--- config.mk ---
export PLATFORM = sky130hd
export DESIGN_NAME = spi_master_half_step_engine_top_flat
export DESIGN_NICKNAME = d
export VERILOG_FILES = /design/src/spi_mhs_pkg.sv /design/src/spi_mhs_if.sv /design/src/spi_mhs_cfg.sv /design/src/spi_mhs_step.sv /design/src/spi_master_half_step_engine_top.sv /design/src/flat_wrapper.sv
export VERILOG_INCLUDE_DIRS = /design/src /design/src/src
export SDC_FILE = /design/constraint.sdc
export NUM_CORES = 1
export LEC_CHECK = 0
export ABC_AREA = 1
export BUFFER_PORTS_ARGS = -buffer_cell sky130_fd_sc_hd__buf_2
export CAP_MARGIN = 5
export CORE_MARGIN = 2
export CORE_UTILIZATION = 55
export CTS_CLUSTER_SIZE = 14
export DETAILED_ROUTE_END_ITERATION = 12
export PLACE_DENSITY = 0.83
export SLEW_MARGIN = 20
export SYNTH_ARGS = -nofsm -noshare
export SYNTH_HDL_FRONTEND = slang
export SYNTH_SLANG_ARGS = --single-unit
--- constraint.sdc ---
create_clock -name clk -period 12.6 [get_ports clk]
set_input_delay 0.63 -clock clk [delete_from_list [all_inputs] [get_ports clk]]
set_output_delay 0.63 -clock clk [all_outputs]
set_load 0.01 [all_outputs]
--- src/spi_master_half_step_engine_top_assert.svh ---
// Assertion macros for the SPI half-step engine top level.
// No dependencies; included by the top level only.
`ifndef SPI_MASTER_HALF_STEP_ENGINE_TOP_ASSERT_SVH
`define SPI_MASTER_HALF_STEP_ENGINE_TOP_ASSERT_SVH

// same-cycle implication
`define SPI_MHS_ASSERT(label, clk, rst_n, ante, cons) \
    label: assert property (@(posedge clk) disable iff (!rst_n) (ante) |-> (cons)) \
        else $error("spi_mhs assertion failed");

// next-cycle implication
`define SPI_MHS_ASSERT_NEXT(label, clk, rst_n, ante, cons) \
    label: assert property (@(posedge clk) disable iff (!rst_n) (ante) |=> (cons)) \
        else $error("spi_mhs assertion failed");

`endif

--- src/spi_mhs_pkg.sv ---
// Shared types and codes for the SPI half-step engine.
// No dependencies.
package spi_mhs_pkg;

    localparam int COUNT_W = 28;
    localparam int POS_W   = 32;
    localparam int TICK_W  = 9;
    localparam int CFG_IDX_W  = 2;
    localparam int CFG_DATA_W = 9;

    localparam logic MODE_START = 1'b0;
    localparam logic MODE_TICK  = 1'b1;

    localparam logic [CFG_IDX_W-1:0] CFG_CLOCK_IDLE_HIGH   = 2'd0;
    localparam logic [CFG_IDX_W-1:0] CFG_SECOND_EDGE_PHASE = 2'd1;
    localparam logic [CFG_IDX_W-1:0] CFG_MSB_FIRST         = 2'd2;
    localparam logic [CFG_IDX_W-1:0] CFG_HALF_PERIOD_TICKS = 2'd3;

    typedef struct packed {
        logic              clock_idle_high;
        logic              second_edge_phase;
        logic              msb_first;
        logic [TICK_W-1:0] half_period_ticks;
    } cfg_t;

    typedef struct packed {
        logic wr_idle_clock;
        logic idle_clock;
    } cfg_evt_t;

    typedef struct packed {
        logic               mode;
        logic [COUNT_W-1:0] byte_count;
        logic               tx_enable;
        logic               rx_enable;
        logic [7:0]         tx_byte;
        logic               miso_level;
    } item_t;

    typedef struct packed {
        logic [POS_W-1:0]  pos;
        logic [POS_W-1:0]  total;
        logic [TICK_W-1:0] tick;
        logic              clock_level;
        logic              data_out_level;
        logic              select_level;
        logic [7:0]        receive_shift;
        logic              tx_en;
        logic              rx_en;
    } state_t;

    typedef struct packed {
        logic               sck_level;
        logic               mosi_level;
        logic               select_n;
        logic [7:0]         rx_byte;
        logic               rx_valid;
        logic [COUNT_W-1:0] tx_index;
        logic               done_res;
        logic               busy_res;
    } result_t;

endpackage

--- src/spi_mhs_if.sv ---
// Handshake channel interfaces: input items, result items, register writes.
// Depends on spi_mhs_pkg.
interface spi_mhs_item_if;
    logic                            valid;
    logic                            ready;
    logic                            mode;
    logic [spi_mhs_pkg::COUNT_W-1:0] byte_count;
    logic                            tx_enable;
    logic                            rx_enable;
    logic [7:0]                      tx_byte;
    logic                            miso_level;

    modport source (output valid, mode, byte_count, tx_enable, rx_enable, tx_byte,
                    miso_level, input ready);
    modport sink (input valid, mode, byte_count, tx_enable, rx_enable, tx_byte,
                  miso_level, output ready);
endinterface

interface spi_mhs_result_if;
    logic                            valid;
    logic                            ready;
    logic                            sck_level;
    logic                            mosi_level;
    logic                            select_n;
    logic [7:0]                      rx_byte;
    logic                            rx_valid;
    logic [spi_mhs_pkg::COUNT_W-1:0] tx_index;
    logic                            done_res;
    logic                            busy_res;

    modport source (output valid, sck_level, mosi_level, select_n, rx_byte, rx_valid,
                    tx_index, done_res, busy_res, input ready);
    modport sink (input valid, sck_level, mosi_level, select_n, rx_byte, rx_valid,
                  tx_index, done_res, busy_res, output ready);
endinterface

interface spi_mhs_cfg_if;
    logic                               valid;
    logic                               ready;
    logic [spi_mhs_pkg::CFG_IDX_W-1:0]  index;
    logic [spi_mhs_pkg::CFG_DATA_W-1:0] data;

    modport source (output valid, index, data, input ready);
    modport sink (input valid, index, data, output ready);
endinterface

--- src/spi_mhs_cfg.sv ---
// Configuration register file for the SPI half-step engine.
// Depends on spi_mhs_pkg and spi_mhs_cfg_if.
module spi_mhs_cfg (
    input  logic                clk,
    input  logic                rst_n,
    spi_mhs_cfg_if.sink         cfg,
    output spi_mhs_pkg::cfg_t     cfg_out,
    output spi_mhs_pkg::cfg_evt_t evt
);

    spi_mhs_pkg::cfg_t cfg_reg;
    logic              wr;

    assign cfg.ready = 1'b1;
    assign wr        = cfg.valid;
    assign cfg_out   = cfg_reg;

    assign evt.wr_idle_clock = wr && (cfg.index == spi_mhs_pkg::CFG_CLOCK_IDLE_HIGH);
    assign evt.idle_clock    = cfg.data[0];

    always_ff @(posedge clk or negedge rst_n)
    begin
        if (!rst_n)
        begin
            cfg_reg.clock_idle_high   <= 1'b0;
            cfg_reg.second_edge_phase <= 1'b0;
            cfg_reg.msb_first         <= 1'b1;
            cfg_reg.half_period_ticks <= spi_mhs_pkg::TICK_W'(1);
        end
        else if (wr)
        begin
            unique case (cfg.index)
                spi_mhs_pkg::CFG_CLOCK_IDLE_HIGH:   cfg_reg.clock_idle_high   <= cfg.data[0];
                spi_mhs_pkg::CFG_SECOND_EDGE_PHASE: cfg_reg.second_edge_phase <= cfg.data[0];
                spi_mhs_pkg::CFG_MSB_FIRST:         cfg_reg.msb_first         <= cfg.data[0];
                spi_mhs_pkg::CFG_HALF_PERIOD_TICKS: cfg_reg.half_period_ticks <= cfg.data;
                default: ;
            endcase
        end
    end

endmodule

--- src/spi_mhs_step.sv ---
// Next-state and result logic for one item: start handling, tick divider,
// and one SPI half-step. Depends on spi_mhs_pkg.
module spi_mhs_step (
    input  spi_mhs_pkg::cfg_t    cfg,
    input  spi_mhs_pkg::state_t  cur,
    input  spi_mhs_pkg::item_t   item,
    output spi_mhs_pkg::state_t  nxt,
    output spi_mhs_pkg::result_t res
);

    always_comb
    begin
        logic [spi_mhs_pkg::TICK_W-1:0] period;
        logic [spi_mhs_pkg::TICK_W-1:0] tick_inc;
        logic [spi_mhs_pkg::POS_W-1:0]  p;
        logic [spi_mhs_pkg::POS_W-1:0]  np;
        logic [2:0]                     idx;
        logic [2:0]                     bitpos;
        logic                           run;
        logic                           last;
        logic                           toggle;

        nxt          = cur;
        run          = 1'b0;
        res.rx_byte  = 8'h00;
        res.rx_valid = 1'b0;
        res.done_res = 1'b0;

        period   = (cfg.half_period_ticks == '0) ? spi_mhs_pkg::TICK_W'(1)
                                                 : cfg.half_period_ticks;
        tick_inc = cur.tick + spi_mhs_pkg::TICK_W'(1);

        if (item.mode == spi_mhs_pkg::MODE_START)
        begin
            // start is dropped while a transfer runs
            if (cur.total == '0)
            begin
                nxt.tx_en         = item.tx_enable;
                nxt.rx_en         = item.rx_enable;
                nxt.total         = {item.byte_count, 4'b0000} + spi_mhs_pkg::POS_W'(1);
                nxt.pos           = '0;
                nxt.tick          = '0;
                nxt.receive_shift = 8'h00;
                nxt.select_level  = 1'b0;
                run               = 1'b1;
            end
        end
        else if (cur.total != '0)
        begin
            nxt.tick = tick_inc;
            if (tick_inc >= period)
            begin
                nxt.tick = '0;
                run      = 1'b1;
            end
        end

        p      = nxt.pos;
        np     = p + spi_mhs_pkg::POS_W'(1);
        idx    = p[3:1];
        bitpos = cfg.msb_first ? (3'd7 - idx) : idx;
        last   = (np >= nxt.total);
        toggle = cfg.second_edge_phase ? !last : (np > spi_mhs_pkg::POS_W'(1));

        if (run)
        begin
            nxt.pos = np;
            if (toggle)
                nxt.clock_level = !nxt.clock_level;
            // odd positions sample, even positions drive
            if (nxt.rx_en && p[0])
            begin
                nxt.receive_shift[bitpos] = item.miso_level;
                if (p[3:0] == 4'hF)
                begin
                    res.rx_byte  = nxt.receive_shift;
                    res.rx_valid = 1'b1;
                end
            end
            if (nxt.tx_en && !p[0] && !last)
                nxt.data_out_level = item.tx_byte[bitpos];
            if (last)
            begin
                nxt.total        = '0;
                nxt.select_level = 1'b1;
                res.done_res     = 1'b1;
            end
        end

        res.sck_level  = nxt.clock_level;
        res.mosi_level = nxt.data_out_level;
        res.select_n   = nxt.select_level;
        res.tx_index   = (nxt.total != '0) ? nxt.pos[spi_mhs_pkg::POS_W-1:4] : '0;
        res.busy_res   = (nxt.total != '0);
    end

endmodule

--- src/spi_master_half_step_engine_top.sv ---
// SPI master half-step engine: channel registers, transfer state, result register.
// Depends on spi_mhs_pkg, spi_mhs_if.sv, spi_mhs_cfg, spi_mhs_step and the assert header.
//
// Usage:
//   items   - input channel. mode START begins a transfer of byte_count bytes and
//             runs the first half-step; mode TICK is one base time tick. tx_byte
//             must hold the byte at the tx_index of the previous result.
//   results - one result per item: pin levels after the item, rx byte events,
//             the next tx_index, done and busy flags.
//   cfg     - register writes (index 0..3), always ready. Write only while idle.
// Path: an item is registered at acceptance and its result is registered when the
// item advances, which waits while an untaken result holds the result register.
// Throughput: one item per cycle while results are taken; the half-step logic sits
// between the input register and the result/state registers.
// Receiver stall: the result register holds; the input register keeps one item,
// then items.ready drops until the result is taken.
// Reset: idle, select_n high, SCK low, registers at their defaults
// (msb first, one tick per half period).
`include "spi_master_half_step_engine_top_assert.svh"

module spi_master_half_step_engine_top (
    input  logic              clk,
    input  logic              rst_n,
    spi_mhs_item_if.sink      items,
    spi_mhs_result_if.source  results,
    spi_mhs_cfg_if.sink       cfg
);

    spi_mhs_pkg::cfg_t     cfg_cur;
    spi_mhs_pkg::cfg_evt_t cfg_evt;
    spi_mhs_pkg::item_t    item_reg;
    logic                  item_valid_reg;
    spi_mhs_pkg::state_t   state_reg;
    spi_mhs_pkg::state_t   state_next;
    spi_mhs_pkg::result_t  result_reg;
    spi_mhs_pkg::result_t  result_next;
    logic                  result_valid_reg;
    logic                  adv;
    logic                  take;

    spi_mhs_cfg u_cfg (
        .clk     (clk),
        .rst_n   (rst_n),
        .cfg     (cfg),
        .cfg_out (cfg_cur),
        .evt     (cfg_evt)
    );

    spi_mhs_step u_step (
        .cfg  (cfg_cur),
        .cur  (state_reg),
        .item (item_reg),
        .nxt  (state_next),
        .res  (result_next)
    );

    assign adv         = item_valid_reg && (!result_valid_reg || results.ready);
    assign items.ready = !item_valid_reg || adv;
    assign take        = items.valid && items.ready;

    always_ff @(posedge clk or negedge rst_n)
    begin
        if (!rst_n)
            item_valid_reg <= 1'b0;
        else if (items.ready)
            item_valid_reg <= items.valid;
    end

    always_ff @(posedge clk)
    begin
        if (take)
        begin
            item_reg.mode       <= items.mode;
            item_reg.byte_count <= items.byte_count;
            item_reg.tx_enable  <= items.tx_enable;
            item_reg.rx_enable  <= items.rx_enable;
            item_reg.tx_byte    <= items.tx_byte;
            item_reg.miso_level <= items.miso_level;
        end
    end

    always_ff @(posedge clk or negedge rst_n)
    begin
        if (!rst_n)
        begin
            state_reg.pos            <= '0;
            state_reg.total          <= '0;
            state_reg.tick           <= '0;
            state_reg.clock_level    <= 1'b0;
            state_reg.data_out_level <= 1'b0;
            state_reg.select_level   <= 1'b1;
            state_reg.receive_shift  <= 8'h00;
            state_reg.tx_en          <= 1'b0;
            state_reg.rx_en          <= 1'b0;
        end
        else if (adv)
            state_reg <= state_next;
        else if (cfg_evt.wr_idle_clock && (state_reg.total == '0))
            state_reg.clock_level <= cfg_evt.idle_clock;
    end

    always_ff @(posedge clk or negedge rst_n)
    begin
        if (!rst_n)
            result_valid_reg <= 1'b0;
        else if (adv)
            result_valid_reg <= 1'b1;
        else if (results.ready)
            result_valid_reg <= 1'b0;
    end

    always_ff @(posedge clk)
    begin
        if (adv)
            result_reg <= result_next;
    end

    assign results.valid      = result_valid_reg;
    assign results.sck_level  = result_reg.sck_level;
    assign results.mosi_level = result_reg.mosi_level;
    assign results.select_n   = result_reg.select_n;
    assign results.rx_byte    = result_reg.rx_byte;
    assign results.rx_valid   = result_reg.rx_valid;
    assign results.tx_index   = result_reg.tx_index;
    assign results.done_res   = result_reg.done_res;
    assign results.busy_res   = result_reg.busy_res;

    // select is low exactly while a transfer is open
    `SPI_MHS_ASSERT(a_select_tracks_busy, clk, rst_n, 1'b1, ((state_reg.total != '0) == !state_reg.select_level))
    `SPI_MHS_ASSERT(a_pos_below_total, clk, rst_n, (state_reg.total != '0), (state_reg.pos < state_reg.total))
    `SPI_MHS_ASSERT(a_rx_on_byte_edge, clk, rst_n, (adv && result_next.rx_valid), (state_next.pos[3:0] == 4'h0))
    `SPI_MHS_ASSERT_NEXT(a_done_goes_idle, clk, rst_n, (adv && result_next.done_res), (state_reg.total == '0))

endmodule

--- src/flat_wrapper.sv ---
// flat-port wrapper written by rule: the top's interface ports become plain ports
module spi_master_half_step_engine_top_flat 
  (clk, rst_n, items_valid, items_mode, items_byte_count, items_tx_enable, items_rx_enable, items_tx_byte, items_miso_level, items_ready, results_valid, results_sck_level, results_mosi_level, results_select_n, results_rx_byte, results_rx_valid, results_tx_index, results_done_res, results_busy_res, results_ready, cfg_valid, cfg_index, cfg_data, cfg_ready);
  spi_mhs_item_if items_i ();
  spi_mhs_result_if results_i ();
  spi_mhs_cfg_if cfg_i ();
  input  logic clk;
  input  logic rst_n;
  input wire logic [$bits(items_i.valid)-1:0] items_valid;
  input wire logic [$bits(items_i.mode)-1:0] items_mode;
  input wire logic [$bits(items_i.byte_count)-1:0] items_byte_count;
  input wire logic [$bits(items_i.tx_enable)-1:0] items_tx_enable;
  input wire logic [$bits(items_i.rx_enable)-1:0] items_rx_enable;
  input wire logic [$bits(items_i.tx_byte)-1:0] items_tx_byte;
  input wire logic [$bits(items_i.miso_level)-1:0] items_miso_level;
  output wire logic [$bits(items_i.ready)-1:0] items_ready;
  output wire logic [$bits(results_i.valid)-1:0] results_valid;
  output wire logic [$bits(results_i.sck_level)-1:0] results_sck_level;
  output wire logic [$bits(results_i.mosi_level)-1:0] results_mosi_level;
  output wire logic [$bits(results_i.select_n)-1:0] results_select_n;
  output wire logic [$bits(results_i.rx_byte)-1:0] results_rx_byte;
  output wire logic [$bits(results_i.rx_valid)-1:0] results_rx_valid;
  output wire logic [$bits(results_i.tx_index)-1:0] results_tx_index;
  output wire logic [$bits(results_i.done_res)-1:0] results_done_res;
  output wire logic [$bits(results_i.busy_res)-1:0] results_busy_res;
  input wire logic [$bits(results_i.ready)-1:0] results_ready;
  input wire logic [$bits(cfg_i.valid)-1:0] cfg_valid;
  input wire logic [$bits(cfg_i.index)-1:0] cfg_index;
  input wire logic [$bits(cfg_i.data)-1:0] cfg_data;
  output wire logic [$bits(cfg_i.ready)-1:0] cfg_ready;
  assign items_i.valid = items_valid;
  assign items_i.mode = items_mode;
  assign items_i.byte_count = items_byte_count;
  assign items_i.tx_enable = items_tx_enable;
  assign items_i.rx_enable = items_rx_enable;
  assign items_i.tx_byte = items_tx_byte;
  assign items_i.miso_level = items_miso_level;
  assign items_ready = items_i.ready;
  assign results_valid = results_i.valid;
  assign results_sck_level = results_i.sck_level;
  assign results_mosi_level = results_i.mosi_level;
  assign results_select_n = results_i.select_n;
  assign results_rx_byte = results_i.rx_byte;
  assign results_rx_valid = results_i.rx_valid;
  assign results_tx_index = results_i.tx_index;
  assign results_done_res = results_i.done_res;
  assign results_busy_res = results_i.busy_res;
  assign results_i.ready = results_ready;
  assign cfg_i.valid = cfg_valid;
  assign cfg_i.index = cfg_index;
  assign cfg_i.data = cfg_data;
  assign cfg_ready = cfg_i.ready;
  spi_master_half_step_engine_top u_core (.clk(clk), .rst_n(rst_n), .items(items_i), .results(results_i), .cfg(cfg_i));
endmodule
### Word level (Yosys, flattened, before mapping)

Cells that the tools add are included.

* logic and storage cells: 103
* register bits after elaboration: 181
* bits of input ports: 56
* output and inout port bits: 45

* reduce and logical (&&, ||, !) cells: 29
* $lt $le $gt $ge: 5
* multiplexer cells: 32
* equality and inequality tests: 5
* $add $sub $neg: 4

Operators with widths (number)
* $mux 64: 2
* $mux 73: 1
* $add 32x1->32 const B: 2
* $reduce_bool 32->1: 2
* $mux 9: 4
* $mux 11: 3
* $ge 32x32->1: 1
* $gt 32x1->1 const B: 1
* $logic_not 32->1: 1
* $mux 32: 1
* $mux 1: 16
* $add 9x1->9 const B: 1
* $ge 9x9->1: 1
* $logic_not 9->1: 1
* $bwmux 8: 1
* $logic_and 1x1->1: 8
* $mux 8: 1
* $reduce_and 2->1: 4
* $reduce_and 3->1: 2
* $reduce_bool 2->1: 3
* $logic_not 1->1: 5
* $eq 2x2->1 const B: 2
* $eq 4x4->1 const B: 1
* $lt 3x4->1 const B: 1
* other kinds (9): 10

### Logic depth before layout (Yosys ltp)

* depth after elaboration: 13
* mapped depth: 38
* mapped depth without buffers: 33

### Hierarchy

Synthesis repeated with hierarchy kept, for this count alone.

* cells, all modules: 1408
* area total of the unflattened synthesis: 10834.1 µm²

Modules (own cells, without submodules)
* spi_master_half_step_engine_top: seq. area each 4665.7 µm², cells an instance 486, instances 1, area each 5964.5 µm²
* spi_mhs_step: seq. area each 0.0 µm², cells an instance 859, instances 1, area each 4307.9 µm²
* spi_mhs_cfg: seq. area each 302.8 µm², cells an instance 63, instances 1, area each 561.8 µm²

### Worst setup path before layout

No wires, ideal clock.

* path type: register to register
* start: reg u_core.state_reg[23] (netlist name)
* end: reg u_core.result_reg, in the netlist u_core.results.tx_index[19] (data pin)
* setup slack: 8.214 ns
* buffers on the path: 5
* clock period less this slack: 4.386 ns
* setup time: 0.259 ns
* data arrival time: 4.127 ns
* cell stages (with the launch flop): 36
* data required time: 12.341 ns
* cell sequence: dfrtp_1 nor2_1 nand2_1 nor2_1 nand2_1 nor2_2 nand2_4 buf_6 buf_6 nand2_1 inv_1 ha_1 nand4_2 inv_1 nand3_1 inv_1 nand2_1 nand2_1 nand2_1 inv_1 ha_1 nand2_1 nor2_1 a211oi_1 o221a_2 nand2_1 nand2_2 buf_4 nand2_1 nand3_1 nor2_1 nand2_1 nor2_2 buf_4 buf_6 nor2_1

* word-level cells in the longest chain between the ends: 8
* elaborated cells on any way between the ends: 12
* those cells by class: add/sub (1); order compare (1); mux (7); reduce/logical (3)

Ends and longest elaborated chain
* start: declaration: RTL line spi_master_half_step_engine_top.sv:33 `spi_mhs_pkg::state_t state_reg;`
* start signal: assignment: RTL line spi_master_half_step_engine_top.sv:97 `state_reg <= state_next;`
* $logic_not 32->1: RTL line spi_mhs_step.sv:36 `if (cur.total == '0)`
* $mux 73: RTL line spi_mhs_step.sv:36
* $mux 64: RTL line spi_mhs_step.sv:33 `if (item.mode == spi_mhs_pkg::MODE_START)`
* $add 32x1->32: RTL line spi_mhs_step.sv:59 `np = p + spi_mhs_pkg::POS_W'(1);`
* $ge 32x32->1: RTL line spi_mhs_step.sv:62 `last = (np >= nxt.total);`
* $mux 32: RTL line spi_mhs_step.sv:82 `if (last)`
* $mux 64 (*): RTL line spi_mhs_step.sv:65 `if (run)`
* $reduce_bool 32->1: RTL line spi_mhs_step.sv:93 `res.tx_index = (nxt.total != '0) ? nxt.pos[spi_mhs_pkg::POS_W-1:4] : '0;`
* end signal: assignment: RTL line spi_master_half_step_engine_top.sv:115 `result_reg <= result_next;`
* end: declaration: RTL line spi_master_half_step_engine_top.sv:35 `spi_mhs_pkg::result_t result_reg;`

Every way passes the cells marked *; elsewhere a longest branch is shown, timed or not. The select of a mux whose other input is x is not followed.
A chain may end at the register's enable or synchronous reset.

### Worst setup path after layout

* start: reg u_core.state_reg[35] (netlist name)
* end: reg u_core.result_reg, in the netlist u_core.results.tx_index[23] (data pin)

Same word-level chain as after synthesis.

==> impl_metrics.toml <==
[run_status]
status = "complete, no violations"

[grt]
antenna_found_initial = 0
grt_pass1_wl_um = 40400
grt_use_total = 0.259
grt_max_degree = 87
grt_overflow = 0
grt_pass1_vias = 8223

[setup_path]
crit_path_start_kind = "flop"
cp_max_fo = 60
crit_start = "u_core.state_reg[35]"
arrival_ns = 6.14
critPathRequiredTime_ns = 12.76
critPathKind = "reg2reg"
slowest_delay_ns = 0.54
timing.rr.start = "u_core.state_reg[35]"
end_kind = "flop"
cp_common_cell = "nand2_1"
cp_slowest_cell = "nor2_4"

[cts]
post_cts_buffers = 0
cts_tree = "done"
htree_levels = 4
cts_hold_buffers = 0
clock-sinks = 181
clk_path_buf_depth = 2
post_cts_resized = 0
clkTransAtPathRegs_ns = 0.07
worstSkewPairLatency_ns = 0.44
root_buffer = "clkbuf_16"
numCtsBuffers = 17

[sta]
hold_viol_final = 0
period_needed_ns = 5.98
holdWs_ns = 0.206
slew_viol_final = 0
max_freq_mhz = 167
worst_pin_slew_ns = 1.05
fin_skew_ns = 0.00730
relSlewSlack = 0.294
tns_ns = 0
post-route-period-util = 0.475
rsz0062_at_grt = "no"
setup_ws_ns = 6.62
finalSetupViolCount = 0

[final_layout]
n_fill_cell = 1512
antenna_cells = 0
syn_to_final_growth_pct = 12.0
final_common_cell = "nand2_1"
fin_area_um2 = 11300
layout-drive-gt1-share = 0.135
largest_reg_flops = 86
utilization = 0.628
layout.nets = 1411
layout_common_cells = "329 x nand2_1, 140 x nor2_1, 139 x inv_1"

[synth]
postSynthAreaPerCell_um2 = 8.23
synth_warnings = 0
yosysUniqueCellTypes = 51
yosys.area_share.simple = 0.247
synth-async-reset-ratio = 0.547
synth_edf_count = 82
synthXorXnorAreaFrac = 0.0150
muxShareOfSynthArea = 0
synthAdderAreaFrac = 0.0559
synth_top_family_by_area = "simple AND/OR/NAND/NOR gates"
synth_ff_type = "dfrtp_1"
synth_compound_area_frac = 0.117
synth_area_um2 = 10100
ys_ff_latch = 181
ys_seq_area_frac = 0.490
synth_cells = 1225
syn-num-nets = 1326

[placed_design]
numPortBuffers = 99
dp_hpwl_um = 17600
gp_congestion = 0.942
placed_area_um2 = 10700
dpl_worst_slack_ns = 6.70

[routing]
dr_total_vias = 8527
antenna_left = 0
viasPerCell = 5.49
drtIter0Drc = 762
drc = 0
drt-wirelength-per-cell_um = 15.8
drt_pass1_iterations = 8
wl_um = 24500

[floorplanning]
die_y_um = 139
core_area_um2 = 18000
die_w_um = 139
design.portCount = 101
fp-row-count = 49
dieArea_um2 = 19400
initial_core_util = 0.561

[power]
p_leak_uw = 0.00563
cellPowerDensity_nw_per_um2 = 134
vdd_drop_max_v = 0.0000968

[flow_run]
drv_cap = 0

[min_path]
min_path_type = "in2async"
## layout make-up
type | count | area (µm²) | area share
clock buffer | 18 | 439 | 0.0389
clock inverter | 14 | 145 | 0.0129
inverter | 146 | 551 | 0.0488
multi-input combinational | 861 | 4400 | 0.389
sequential | 181 | 4940 | 0.438
tap | 229 | 287 | 0.0254
timing repair buffer | 103 | 528 | 0.0468
## cell usage after synthesis (8+ instances only)
cell / instances / area, µm²
nand2_1: 330 / 1240
nor2_1: 140 / 526
inv_1: 139 / 522
o21ai_0: 104 / 521
dfrtp_1: 96 / 2400
edfxtp_1: 82 / 2460
a21oi_1: 61 / 305
nand3_1: 58 / 290
ha_1: 45 / 563
clkbuf_1: 22 / 82.6
nand4_1: 12 / 75.1
o31ai_1: 12 / 90.1
nand3b_1: 9 / 67.6
nor2_2: 9 / 56.3
nor3_1: 9 / 45.0
xor2_1: 9 / 78.8
nand2_2: 8 / 50.1
o21ai_1: 8 / 40.0
## cells by family (layout without fill, tap and decap cells)
| group | count (synthesis) | in the layout |
|---|---|---|
| AND/OR/NAND/NOR | 589 | 589 |
| AO/OA/AOI/OAI | 213 | 213 |
| buffers and inverters | 183 | 281 |
| flip-flops | 181 | 181 |
| adder cells (fa/ha/maj) | 45 | 45 |
| XOR/XNOR | 13 | 13 |
| other | 1 | 1 |
## metal layers
layer | up-vias | wire length [µm] | GRT usage
met4 | 0 | 583 | 0.0941
met3 | 44 | 1690 | 0.0471
met5 | - | 0 | 0
met2 | 378 | 11500 | 0.419
met1 | 3904 | 10700 | 0.351
li1 | 4201 | - | -
## final timing paths
path,end,slack (ns),cells after the start
setup / recovery,u_core.results.tx_index[23],6.62,33
hold / removal,u_core.item_valid_reg,0.21,1
setup reg to reg,u_core.results.tx_index[23],6.62,33
hold reg to reg,u_core.state_reg[0],0.48,2
max in group asynchronous,u_core.state_reg[68],11.24,2
min in group clk,u_core.item_reg[22],0.36,1
## per-stage QoR
| stage | power, µW | instances |
|---|---|---|
| floorplan | 904 | 1225 |
| global placement | 980 | 1520 |
| detailed placement | 992 | 1520 |
| CTS | 1520 | 1552 |
| global route | 1580 | 1552 |
| finish | 1520 | 1552 |
## worst max-delay path: cells and delay by family (launching register included)
kind	cells	cell delay, ns
simple gates	26	4.00
fa+ha+maj	2	0.55
flops	1	0.41
buf+inv	3	0.40
compound gates	2	0.32
## power breakdown
part           internal (µW)  leakage (µW)  switching, µW
clock network            284      0.000289            242
logic                   95.2       0.00328            180
registers                680       0.00205           35.2
total                   1060       0.00563            457
Power figures use the tool's default switching activity.
